===== src/assert_macros.svh =====
// Assertion helpers shared by the counter RTL.
`ifndef ASSERT_MACROS_SVH
`define ASSERT_MACROS_SVH

// Clocked property, disabled while reset is asserted.
`define ASSERT_CLK(lbl, clk, rstn, prop, msg) \
  lbl: assert property (@(posedge clk) disable iff (!rstn) (prop)) else $error(msg);

// Clocked property that also holds during reset.
`define ASSERT_CLK_ALWAYS(lbl, clk, prop, msg) \
  lbl: assert property (@(posedge clk) (prop)) else $error(msg);

`endif


===== src/dbc_pkg.sv =====
`timescale 1ns / 1ps
package dbc_pkg;

  localparam int unsigned TimeW  = 32;
  localparam int unsigned CountW = 64;
  localparam int unsigned CfgIdxW = 3;
  localparam int unsigned CfgDataW = 64;
  localparam int unsigned InDataW = 40;
  localparam int unsigned OutDataW = 72;

  // Register indexes
  localparam logic [CfgIdxW-1:0] RegCountEnable = 3'd0;
  localparam logic [CfgIdxW-1:0] RegEdgeMode    = 3'd1;
  localparam logic [CfgIdxW-1:0] RegDebounceOn  = 3'd2;
  localparam logic [CfgIdxW-1:0] RegDebounceMs  = 3'd3;
  localparam logic [CfgIdxW-1:0] RegWidthSelect = 3'd4;
  localparam logic [CfgIdxW-1:0] RegCountDown   = 3'd5;
  localparam logic [CfgIdxW-1:0] RegStartValue  = 3'd6;

  // Edge modes
  localparam logic [1:0] EdgeRising  = 2'd0;
  localparam logic [1:0] EdgeFalling = 2'd1;
  localparam logic [1:0] EdgeBoth    = 2'd2;

  // Counter widths
  localparam logic [1:0] Width8  = 2'd0;
  localparam logic [1:0] Width16 = 2'd1;
  localparam logic [1:0] Width32 = 2'd2;

  typedef struct packed {
    logic              count_enable;
    logic [1:0]        edge_mode;
    logic              debounce_on;
    logic [TimeW-1:0]  debounce_ms;
    logic [1:0]        width_select;
    logic              count_down;
    logic [CountW-1:0] start_value;
  } cfg_t;

  typedef struct packed {
    logic              edge_counted;
    logic              wrapped;
    logic [CountW-1:0] count;
    logic              overflow_sticky;
  } result_t;

  function automatic logic [CountW-1:0] width_max(input logic [1:0] sel);
    logic [CountW-1:0] m;
    case (sel)
      Width8:  m = 64'h0000_0000_0000_00FF;
      Width16: m = 64'h0000_0000_0000_FFFF;
      Width32: m = 64'h0000_0000_FFFF_FFFF;
      default: m = 64'hFFFF_FFFF_FFFF_FFFF;
    endcase
    return m;
  endfunction

endpackage


===== src/dbc_cfg_regs.sv =====
`timescale 1ns / 1ps
module dbc_cfg_regs import dbc_pkg::*; (
  input  logic                clk_i,
  input  logic                rst_ni,
  input  logic                cfg_we_i,
  input  logic [CfgIdxW-1:0]  cfg_idx_i,
  input  logic [CfgDataW-1:0] cfg_wdata_i,
  output cfg_t                cfg_o
);

  cfg_t cfg_q;

  always_ff @(posedge clk_i or negedge rst_ni) begin
    if (!rst_ni) begin
      cfg_q <= '{count_enable: 1'b0, edge_mode: EdgeRising, debounce_on: 1'b0,
                 debounce_ms: '0, width_select: Width32, count_down: 1'b0,
                 start_value: '0};
    end else if (cfg_we_i) begin
      case (cfg_idx_i)
        RegCountEnable: cfg_q.count_enable <= cfg_wdata_i[0];
        RegEdgeMode:    cfg_q.edge_mode    <= cfg_wdata_i[1:0];
        RegDebounceOn:  cfg_q.debounce_on  <= cfg_wdata_i[0];
        RegDebounceMs:  cfg_q.debounce_ms  <= cfg_wdata_i[TimeW-1:0];
        RegWidthSelect: cfg_q.width_select <= cfg_wdata_i[1:0];
        RegCountDown:   cfg_q.count_down   <= cfg_wdata_i[0];
        RegStartValue:  cfg_q.start_value  <= cfg_wdata_i[CountW-1:0];
        default: ;
      endcase
    end
  end

  assign cfg_o = cfg_q;

endmodule


===== src/dbc_update.sv =====
`timescale 1ns / 1ps
`include "assert_macros.svh"
module dbc_update import dbc_pkg::*; (
  input  logic             clk_i,
  input  logic             rst_ni,
  input  cfg_t             cfg_i,
  input  logic             step_i,
  input  logic             level_i,
  input  logic [TimeW-1:0] time_i,
  output result_t          res_o
);

  logic              level_q, level_d;
  logic [TimeW-1:0]  edge_time_q, edge_time_d;
  logic [CountW-1:0] count_q, count_d;
  logic              wrap_q, wrap_d;

  logic              edge_hit;
  logic              reject;
  logic              counted;
  logic              wrap_now;
  logic [TimeW-1:0]  dt;
  logic [CountW-1:0] maxv;
  logic [CountW-1:0] next_count;

  always_comb begin
    case (cfg_i.edge_mode)
      EdgeRising:  edge_hit = !level_q && level_i;
      EdgeFalling: edge_hit = level_q && !level_i;
      EdgeBoth:    edge_hit = level_q != level_i;
      default:     edge_hit = 1'b0;
    endcase
  end

  // Wrapping time since the last accepted edge
  assign dt      = time_i - edge_time_q;
  assign reject  = cfg_i.debounce_on && (cfg_i.debounce_ms != '0) && (dt < cfg_i.debounce_ms);
  assign counted = cfg_i.count_enable && edge_hit && !reject;
  assign maxv    = width_max(cfg_i.width_select);

  always_comb begin
    if (cfg_i.count_down) begin
      wrap_now   = counted && (count_q == '0);
      next_count = count_q - 64'd1;
    end else begin
      wrap_now   = counted && (count_q >= maxv);
      next_count = count_q + 64'd1;
    end
    if (wrap_now) begin
      next_count = cfg_i.start_value & maxv;
    end
  end

  always_comb begin
    level_d     = level_q;
    edge_time_d = edge_time_q;
    count_d     = count_q;
    wrap_d      = wrap_q | wrap_now;
    if (cfg_i.count_enable) begin
      level_d = level_i;
    end
    if (counted) begin
      edge_time_d = time_i;
      count_d     = next_count;
    end
  end

  always_ff @(posedge clk_i or negedge rst_ni) begin
    if (!rst_ni) begin
      level_q     <= 1'b0;
      edge_time_q <= '0;
      count_q     <= '0;
      wrap_q      <= 1'b0;
    end else if (step_i) begin
      level_q     <= level_d;
      edge_time_q <= edge_time_d;
      count_q     <= count_d;
      wrap_q      <= wrap_d;
    end
  end

  assign res_o.edge_counted    = counted;
  assign res_o.wrapped         = wrap_now;
  assign res_o.count           = counted ? next_count : count_q;
  assign res_o.overflow_sticky = wrap_d;

  `ASSERT_CLK(a_sticky_holds, clk_i, rst_ni, wrap_q |=> wrap_q, "sticky flag cleared")
  `ASSERT_CLK(a_idle_count, clk_i, rst_ni,
              (step_i && !counted) |=> (count_q == $past(count_q)), "count moved without edge")

endmodule


===== src/debounced_edge_updown_counter_core.sv =====
`timescale 1ns / 1ps
// Debounced up/down edge counter, one channel.
//
// Input stream (s_axis): one word per pin sample, carrying the pin level and
// its millisecond timestamp. Output stream (m_axis): exactly one word per
// sample with the counted/wrapped flags, the counter value after the sample
// and the sticky overflow flag.
// Configuration: cfg_we_i writes register cfg_idx_i with cfg_wdata_i at the
// clock edge; write only while no sample is in flight.
// Path: input register, then output register driving m_axis. Throughput: one
// sample per cycle while m_axis is not stalled. The sample sits in the input
// register; edge detection, debounce compare and the 64-bit count step form one
// combinational pass into the output register, with the channel state updated
// on the same edge, so the next sample sees it at once.
// Stall: when m_axis_tready_i is low the output word holds; one more sample
// is absorbed in the input register, then s_axis_tready_o drops.
// Reset: counter, last level, last edge time and sticky flag clear; the
// channel is disabled and the width selects 32 bits.
`include "assert_macros.svh"
module debounced_edge_updown_counter_core import dbc_pkg::*; (
  input  logic                clk_i,
  input  logic                rst_ni,
  input  logic                s_axis_tvalid_i,
  output logic                s_axis_tready_o,
  // [0] pin_level, [32:1] time_ms, [39:33] zero
  input  logic [InDataW-1:0]  s_axis_tdata_i,
  output logic                m_axis_tvalid_o,
  input  logic                m_axis_tready_i,
  // [0] edge_counted, [1] wrapped, [65:2] count, [66] overflow_sticky, [71:67] zero
  output logic [OutDataW-1:0] m_axis_tdata_o,
  input  logic                cfg_we_i,
  input  logic [CfgIdxW-1:0]  cfg_idx_i,
  input  logic [CfgDataW-1:0] cfg_wdata_i
);

  cfg_t             cfg;
  result_t          res;

  logic             in_valid_q;
  logic             in_level_q;
  logic [TimeW-1:0] in_time_q;
  logic             out_valid_q;
  result_t          out_q;
  logic             advance;
  logic             take_in;

  // Move the held sample into the output register when that slot is free
  assign advance         = in_valid_q && (!out_valid_q || m_axis_tready_i);
  assign s_axis_tready_o = !in_valid_q || advance;
  assign take_in         = s_axis_tvalid_i && s_axis_tready_o;

  always_ff @(posedge clk_i or negedge rst_ni) begin
    if (!rst_ni) begin
      in_valid_q <= 1'b0;
    end else if (take_in) begin
      in_valid_q <= 1'b1;
    end else if (advance) begin
      in_valid_q <= 1'b0;
    end
  end

  always_ff @(posedge clk_i) begin
    if (take_in) begin
      in_level_q <= s_axis_tdata_i[0];
      in_time_q  <= s_axis_tdata_i[TimeW:1];
    end
  end

  dbc_cfg_regs u_cfg (
    .clk_i       (clk_i),
    .rst_ni      (rst_ni),
    .cfg_we_i    (cfg_we_i),
    .cfg_idx_i   (cfg_idx_i),
    .cfg_wdata_i (cfg_wdata_i),
    .cfg_o       (cfg)
  );

  dbc_update u_update (
    .clk_i   (clk_i),
    .rst_ni  (rst_ni),
    .cfg_i   (cfg),
    .step_i  (advance),
    .level_i (in_level_q),
    .time_i  (in_time_q),
    .res_o   (res)
  );

  // Hold the result word until the receiver takes it
  always_ff @(posedge clk_i or negedge rst_ni) begin
    if (!rst_ni) begin
      out_valid_q <= 1'b0;
    end else if (advance) begin
      out_valid_q <= 1'b1;
    end else if (m_axis_tready_i) begin
      out_valid_q <= 1'b0;
    end
  end

  always_ff @(posedge clk_i) begin
    if (advance) begin
      out_q <= res;
    end
  end

  assign m_axis_tvalid_o = out_valid_q;
  assign m_axis_tdata_o  = {5'b0, out_q.overflow_sticky, out_q.count,
                            out_q.wrapped, out_q.edge_counted};

  `ASSERT_CLK(a_advance_shows, clk_i, rst_ni, advance |=> out_valid_q, "result word lost")
  `ASSERT_CLK(a_stall_keeps, clk_i, rst_ni,
              (in_valid_q && out_valid_q && !m_axis_tready_i) |=>
              (in_valid_q && $stable(in_time_q) && $stable(in_level_q)),
              "held sample lost during stall")
  `ASSERT_CLK(a_wrap_counted, clk_i, rst_ni,
              (out_valid_q && out_q.wrapped) |-> out_q.edge_counted,
              "wrap without counted edge")

endmodule

===== config.mk =====
export PLATFORM = sky130hd
export DESIGN_NAME = debounced_edge_updown_counter_core
export DESIGN_NICKNAME = d
export VERILOG_FILES = /design/src/dbc_pkg.sv /design/src/dbc_cfg_regs.sv /design/src/dbc_update.sv /design/src/debounced_edge_updown_counter_core.sv
export VERILOG_INCLUDE_DIRS = /design/src /design/src/src
export SDC_FILE = /design/constraint.sdc
export NUM_CORES = 1
export LEC_CHECK = 0
export BUFFER_PORTS_ARGS = -buffer_cell sky130_fd_sc_hd__buf_2
export CORE_UTILIZATION = 35
export DETAILED_ROUTE_END_ITERATION = 12
export RECOVER_POWER = 25
export SETUP_SLACK_MARGIN = 0.15
export SLEW_MARGIN = 30
export SYNTH_ARGS = -nofsm -noshare
export SYNTH_HDL_FRONTEND = slang
export SYNTH_HIERARCHICAL = 1
export SYNTH_SLANG_ARGS = --single-unit

===== constraint.sdc =====
create_clock -name clk_i -period 6.1 [get_ports clk_i]
set_input_delay 1.525 -clock clk_i [delete_from_list [all_inputs] [get_ports clk_i]]
set_output_delay 1.525 -clock clk_i [all_outputs]
set_load 0.01 [all_outputs]

Word level (Yosys, flattened, before mapping)

Index checks and enable logic that the tools add are counted.

Register bits after elaboration: 303
Input bits: 112

Reductions and logical operators: 33
Add/subtract/negate cells: 3
Equal/unequal tests: 11
Multiplexer cells: 10
$lt $le $gt $ge: 2
Bitwise gates (word level): 2

Operators with widths:

| kind                                                                  | count |
|---|---|
| 64-bit 2-to-1 mux                                                     | 3 |
| 64-bit case mux with 3 select lines                                   | 1 |
| 64-bit by 1-bit adder with 64-bit output (second input constant)      | 1 |
| 64-bit bitwise AND                                                    | 1 |
| 64-bit greater-or-equal comparator                                    | 1 |
| 64-bit zero test                                                      | 1 |
| 64-bit by 1-bit subtractor with 64-bit output (second input constant) | 1 |
| 32-bit less-than comparator                                           | 1 |
| 32-bit nonzero test                                                   | 1 |
| 32-bit subtractor                                                     | 1 |
| 2-bit AND reduction                                                   | 9 |
| 1-bit logical AND                                                     | 10 |
| 3-bit == test (second input constant)                                 | 3 |
| 3-bit by 2-bit == test with 1-bit output (second input constant)      | 2 |
| 1-bit zero test                                                       | 5 |
| 1-bit 2-to-1 mux                                                      | 5 |
| 2-bit by 1-bit == test with 1-bit output (second input constant)      | 2 |
| 2-bit == test (second input constant)                                 | 2 |
| 2-bit zero test                                                       | 2 |
| 2-bit nonzero test                                                    | 2 |
| 3-bit by 1-bit == test with 1-bit output (second input constant)      | 1 |
| 3-bit zero test                                                       | 1 |
| 1-bit case mux with 3 select lines                                    | 1 |
| 1-bit logical OR                                                      | 2 |
| 2 further kinds                                                       | 2 |

Depth between registers and ports, before layout

Gate-level depths: netlist of run 1.

Word-level depth: 9
Mapped depth: 30
Gate-level depth less buffers: 28

Hierarchy

The synthesis of run 1 kept the hierarchy.

By module, submodules not included:

| module                             | seq. area each (µm²) | area each (µm²) | instances | cells each |
|---|---|---|---|---|
| dbc_update                         | 2452.4               | 12339.3         | 1         | 1663 |
| dbc_cfg_regs                       | 2578.7               | 4189.0          | 1         | 223 |
| debounced_edge_updown_counter_core | 3052.9               | 3148.0          | 1         | 114 |

Least setup slack after synthesis of run 1

OpenSTA, ideal clock, no wires.

Path kind: reg-to-reg
Start: register in_time_q[0]
End: register out_q (netlist bit m_axis_tdata_o[65]), data pin
Cell stages (with the launch flop): 30
Arrival time: 5.147 ns
Library setup time: 0.271 ns
Buffers on the path: 1
Clock period less this slack: 5.418 ns
Data required time: 5.829 ns
Setup slack: 0.682 ns
Cell sequence: edfxtp_1 > inv_1 > ha_1 > inv_1 > fa_1 > a21o_1 > a21oi_1 > o21ai_0 > a21oi_1 > o21ai_1 > a21oi_1 > a311oi_1 > o31ai_1 > and2b_1 > o21ai_1 > a211oi_1 > xnor2_1 > ha_1 > a21oi_1 > nor2b_1 > o21ai_0 > o21ai_0 > nor4b_1 > o311ai_0 > o211ai_1 > buf_2 > clkinv_1 > nand3_1 > mux2_1 > o221ai_2

RTL lines:

| item                   | RTL line                                  | source |
|---|---|---|
| start, declared        | debounced_edge_updown_counter_core.sv:41  | `logic [TimeW-1:0] in_time_q;` |
| start signal, assigned | debounced_edge_updown_counter_core.sv:65  | `in_time_q <= s_axis_tdata_i[TimeW:1];` |
| end signal, assigned   | debounced_edge_updown_counter_core.sv:101 | `out_q <= res;` |
| end, declared          | debounced_edge_updown_counter_core.sv:43  | `result_t out_q;` |

==> results_dict.tcl, run 1 <==
set metrics [dict create \
    p_clk_share_pct 19.8 \
    yosysWarnings 6 \
    viasPerCell 5.26 \
    synth_seq_cells 303 \
    worstMarginPinSlew_ps 2000 \
    r2r-end "m_axis_tdata_o[33]" \
    clock_latency_ps 570 \
    max_slew_margin_pct -33.4 \
    path_clk_slew_ps 60 \
    final_max_slew_viol_count 181 \
    hold_slack_ps 473 \
    drt-pass1-iter-count 6 \
    synth_top_cell_by_area "dfrtp_1" \
    grt_pass1_wl_um 85900 \
    yosysSeqAreaShare_pct 41.1 \
    seqPwrFrac_pct 27.9 \
    core_um2 55300 \
    synth_simple_gate_area_share_pct 13.2 \
    dieArea_um2 57200 \
    min_period_ps 5680 \
    setup_violations 0 \
    routed_wl_um 54900 \
    cp.required_ps 6400 \
    timing.final.crit_share_pct 93.0 \
    cp_num_cells 29 \
    ys.flop_type "dfrtp_1" \
    swShare_pct 42.9 \
    grt_overflow 0 \
    initial_core_util_pct 35.6 \
    layout_common_cells "223 x nand2_1, 201 x dfrtp_1, 200 x o21ai_0" \
    ant_nets 0 \
    clockBufferDepth 3 \
    rsz0062_at_grt "no" \
    max_stage_delay_ps 390 \
    power_frac_comb_pct 52.4 \
    cts_made_buffers 37 \
    power_density_nw_per_um2 532 \
    synth_compound_area_share_pct 18.3 \
    grt_max_degree 110 \
    violations "capacitance limit, slew limit" \
    peakVddDrop_mv 0.265 \
    power_leakage_nw 10.5 \
    r2r_slack_ps 420 \
    crit_path_end_kind "flip-flop" \
    slowest_stage "fa_1" \
    netlist_area_um2 19700 \
    port_buffers 173 \
    regArea_um2 8090 \
    hold_path_class "reg -> reg" \
    synth_top_family_by_area "compound AO/OA/AOI/OAI gates" \
    synth_area_leaders "dfrtp_1 26%, edfxtp_1 15%, ha_1 12%" \
    ctsRootBufferMaster "clkbuf_16" \
    crit_end "m_axis_tdata_o[33]" \
    grt_usage_pct 19.2 \
    arrival_ps 5980 \
    synth_top_area_share_pct 25.7 \
    worstSetupPathType "reg -> reg" \
    net-switching-power_mw 5.21 \
    r2r-start "in_time_q[0]" \
    grt_pass1_vias 15600 \
    fp.dieH_um 239 \
    multiInputGateArea_um2 10800 \
    drive_gt1_share_pct 19.4 \
    first_iter_violations 828 \
    dp_hpwl_um 41400 \
    crit_family "compound AO/OA/AOI/OAI gates" \
    wl_per_cell_um 18.6 \
    cts_tree "yes" \
    hold_violations 0 \
    synth_fa_ha_area_share_pct 11.8 \
    intPower_mw 6.93 \
    fin_skew_ps 24.0 \
    drc 0 \
    startpoint "in_time_q[0]" \
    htree_levels 2 \
    final.setup.worst_slack_ps 424 \
    synth_async_sr_flop_share_pct 67.0 \
    fill_cells 5467 \
    timing.fmax_ghz 0.176 \
    die_w_um 239 \
    syn_inst 2000 \
    crit_buf_inv 5 \
    max_cap_viol_count 4 \
    reg2reg_depth 29 \
    finalWeightedCongestion 0.902 \
    final_nets 2468 \
    ios 186 \
    status "complete, but fails checks" \
    dr_total_vias 15500 \
    clock_sinks 303 \
    cp-start-kind "flip-flop" \
    area_growth_syn_to_layout_pct 15.9 \
    synth_xor_area_share_pct 3.52 \
    crit_fanout 25 \
    antenna_found_initial 0 \
    synth_edf_count 100 \
    syn_area_per_cell_um2 9.84 \
    synth_cell_type_count 91 \
    holdBufCountCts 0 \
    muxShareOfSynthArea_pct 7.64 \
    dp_slack_ps -177 \
    worst_path_most_repeated_cell "a21oi_2" \
    rows 86 \
    final_common_cell "nand2_1" \
]
## per-layer routing
metal / vias up / track usage (%) / part of all wire [%]
met4: 0 / 5.42 / 2.3
li1: 7624 / - / -
met2: 357 / 33.4 / 49
met3: 72 / 2.83 / 4.5
met1: 7462 / 24.4 / 44
met5: - / 0 / 0
## cell type report
| class | count | share of cell area [%] |
|---|---|---|
| clock buffers | 59 | 5.01 |
| inverters | 100 | 1.65 |
| clock inverters | 9 | 0.779 |
| diodes | 1 | 0.0110 |
| multi-input cells | 1513 | 47.4 |
| flip-flops and latches | 303 | 35.4 |
| well taps | 748 | 4.10 |
| repair buffers | 217 | 5.64 |
## flip-flops by register name (all words and copies together), names as in the netlist
signal                flops
u_update/count_q         64
u_update/level_q          1
m_axis_tvalid_o           1
u_update/edge_time_q     32
in_time_q                32
u_cfg/cfg_o             103
u_update/wrap_q           1
in_valid_q                1
in_level_q                1
m_axis_tdata_o           67
## Yosys cell counts, drive strengths merged, types with 14 or more instances
master  instances
nand2         223
o21ai         220
dfrtp         202
ha            182
a21oi         148
mux2          110
nor2          104
edfxtp        100
inv            99
a21o           68
a31oi          51
xnor2          51
clkbuf         46
buf            42
nand4          35
nand3          33
xor2           28
nor4           27
and3           23
nor3           22
o21a           18
nor2b          17
o21bai         15
nand2b         14
## metrics by stage
step           utilization [%]  total power, mW  std cells  instance area [um^2]  setup TNS (ps)
2_1_floorplan                -             7.86       2004                 19700               0
3_3_place_gp              38.7             9.51       2876                 21400           -9050
3_5_place_dp              38.7             9.66       2876                 21400          -10450
4_1_cts                   41.1             12.2       2944                 22700               0
5_1_grt                   41.2             13.1       2949                 22800               0
6_report                  41.2             12.1       2950                 22800               0
## kinds of logic (layout without fill, tap and decap cells)
group,Yosys count,in the layout
DFF,303,303
adders and majority gates,184,184
muxes,114,114
buffers and inverters,188,385
xor gates and xnor gates,79,79
and+or+nand+nor,542,542
AOI/OAI and AO/OA,589,589
other,1,6
## how the worst min path moves through the flow
stage | slack, ps | end | startpoint | cells past startpoint
floorplan | 430 | u_update/wrap_q | u_update/wrap_q | 1
global placement | 450 | u_update/wrap_q | u_update/wrap_q | 1
detailed placement | 460 | u_update/wrap_q | u_update/wrap_q | 1
CTS | 480 | u_update/wrap_q | u_update/wrap_q | 1
finish | 470 | u_update/wrap_q | u_update/wrap_q | 1
global route | 500 | u_update/wrap_q | u_update/wrap_q | 1
## power by group through the flow
stage,clock network [mW],logic [mW],registers (mW)
final,2.40,6.36,3.38
after global placement,0,6.10,3.41
after floorplan,0,4.63,3.22
after CTS,2.47,6.30,3.39
after detailed placement,0,6.24,3.42
after global routing,2.54,7.14,3.46
## what timing repair did
action | 4_1_cts | 5_1_grt
endpoints found under the setup margin | 163 | 164
buffers inserted | 0 | 4
resized for setup | 7 | 21
pin swaps | 1 | 8
No activity file was read; power rests on OpenSTA's default activity.
==> run 2, diff against run 1 <==
- CELL_PAD_IN_SITES_DETAIL_PLACEMENT: not set -> 0
- CELL_PAD_IN_SITES_GLOBAL_PLACEMENT: not set -> 1
- CORE_ASPECT_RATIO: not set -> 1.4
- PLACE_DENSITY_LB_ADDON: not set -> 0.1
==> run 2 against run 1 <==
  * Worst hold slack gained 0.70 ps
  * Power is 1.5% lower
  * The run still ends with capacitance limit, slew limit left
  * Largest cell class unchanged
  * Sequential share of layout area increased by 0.090 points
  * Critical endpoint is now u_update/wrap_q
  * Combinational power up 2%
  * Via count fell by 1.9%
  * Clock power is 11% lower
  * Flip-flop and latch count unchanged
  * Largest power group unchanged
  * Utilization fell by 0.16 points
==> results_dict.tcl, run 2 (synthesis gave the netlist of run 1 again) <==
set metrics [dict create \
    final_cells 2944 \
    utilization_pct 41.1 \
    worst_path_most_repeated_cell "buf_4" \
    dpl.cell_count 2877 \
    timing.fmax_ghz 0.180 \
    dr_total_vias 15200 \
    largest_reg_flops 103 \
    dp_hpwl_um 43100 \
    dr_wl_met3_um 1720 \
    power_leakage_nw 10.5 \
    cts_tree "yes" \
    final.setup.worst_slack_ps 533 \
    timing.final.crit_share_pct 91.3 \
    fill_cells 5574 \
    slowest_stage "edfxtp_1" \
    cp-start-kind "flip-flop" \
    m1WireLength_um 22900 \
    violations "capacitance limit, slew limit" \
    clockBufferDepth 3 \
    routed_wl_um 55800 \
    hold_violations 0 \
    drc 0 \
    die_w_um 202 \
    ios 186 \
    status "complete, but fails checks" \
    grt_overflow 0 \
    dieArea_um2 57200 \
    antenna_found_initial 3 \
    r2r_slack_ps 530 \
    dp_slack_ps 130 \
    startpoint "in_time_q[0]" \
    crit_end "u_update/wrap_q" \
    max_stage_delay_ps 380 \
    wl_met2_um 29400 \
    power_mw 12.0 \
    initial_core_util_pct 35.5 \
    min_period_ps 5570 \
    finalWeightedCongestion 0.862 \
    crit_fanout 7 \
    fp.dieH_um 283 \
    clock_sinks 303 \
    final_max_slew_viol_count 168 \
    layout_common_cells "223 x nand2_1, 201 x dfrtp_1, 198 x o21ai_0" \
    final.setup.tns_ps 0 \
    peakVddDrop_mv 0.241 \
    top_layer_used "met5" \
    drive_gt1_share_pct 20.8 \
    cp.required_ps 6540 \
    ant_nets 0 \
    path_clk_slew_ps 60 \
    ctsRootBufferMaster "clkbuf_16" \
    max_slew_margin_pct -34.1 \
    core_um2 55400 \
    area_growth_syn_to_layout_pct 15.6 \
    hold_path_class "reg -> reg" \
    first_iter_violations 550 \
    drt-pass1-iter-count 5 \
    hp-start "u_update/wrap_q" \
    htree_levels 2 \
    port_buffers 173 \
    grt_max_degree 100 \
    final_common_cell "nand2_1" \
    worstSetupPathType "reg -> reg" \
    clock_latency_ps 560 \
    r2r-start "in_time_q[0]" \
    viasPerCell 5.17 \
    rsz0062_at_grt "no" \
    cts_made_buffers 35 \
    r2r-end "u_update/wrap_q" \
    max_cap_viol_count 4 \
    grt_usage_pct 19.7 \
    setup_violations 0 \
    final_nets 2484 \
    arrival_ps 6000 \
    reg2reg_depth 33 \
    rows 102 \
    crit_path_end_kind "flip-flop" \
    holdBufCountCts 0 \
    grt_pass1_vias 15800 \
    fin_skew_ps 20.9 \
    wl_per_cell_um 19.0 \
    grt_pass1_wl_um 87400 \
    worstMarginPinSlew_ps 2010 \
    power_density_nw_per_um2 525 \
]
run 2: cell count changes in the layout (fill, tap and decap cells not counted), moves of 3 or more:
cell / previous run / this run
clkbuf_16: 41 / 36
buf_4: 31 / 51
clkinv_2: 0 / 9
buf_2: 168 / 172
clkbuf_1: 20 / 4
buf_12: 7 / 4
run 2: worst min path at each step:
stage / to / slack (ps) / cells past startpoint
floorplan: u_update/wrap_q / 430 / 1
detailed placement: u_update/wrap_q / 460 / 1
global placement: u_update/wrap_q / 460 / 1
finish: u_update/wrap_q / 470 / 1
CTS: u_update/wrap_q / 470 / 1
global route: u_update/wrap_q / 480 / 1
run 2: where the power goes:
| group | internal, mW | switching [mW] |
|---|---|---|
| registers | 2.78 | 0.560 |
| clock network | 1.24 | 0.899 |
| logic | 2.74 | 3.73 |
| total | 6.76 | 5.19 |
run 2: what timing repair did:
| action | CTS | global route |
|---|---|---|
| endpoints found under the hold margin | 0 | 0 |
| setup endpoints to repair | 29 | 164 |
| gates resized for setup | 3 | 29 |
| buffers inserted | 0 | 1 |
| gates cloned | 0 | 0 |
| pin swaps | 0 | 11 |
run 2: cell type report:
cell class	count	area, um^2	area share (%)
clock inverters	21	181	0.797
diodes	1	2.50	0.0110
well taps	728	911	4.00
flip-flops and latches	303	8090	35.5
clock buffers	43	987	4.34
inverters	100	377	1.66
repair buffers	235	1390	6.12
multi-input cells	1513	10800	47.5
run 2: per-stage QoR:
step           hold WS, ps  cell area (um^2)
5_1_grt                482             22800
3_5_place_dp           458             21500
3_3_place_gp           456             21500
2_1_floorplan          431             19700
4_1_cts                473             22700
6_report               474             22800
run 2: metal layers:
metal / track usage, % / vias up
met3: 2.71 / 82
met2: 37.3 / 234
met4: 6.86 / 4
li1: - / 7679
met1: 22.3 / 7228
met5: 0 / -
run 2: critical path: cells and delay by family, from the launching register on:
family | cells | cell delay, ps
AOI/OAI and AO/OA | 15 | 2260
buffers and inverters | 8 | 1080
and+or+nand+nor | 6 | 950
adders and majority gates | 3 | 680
DFF | 1 | 380
xor gates and xnor gates | 1 | 100
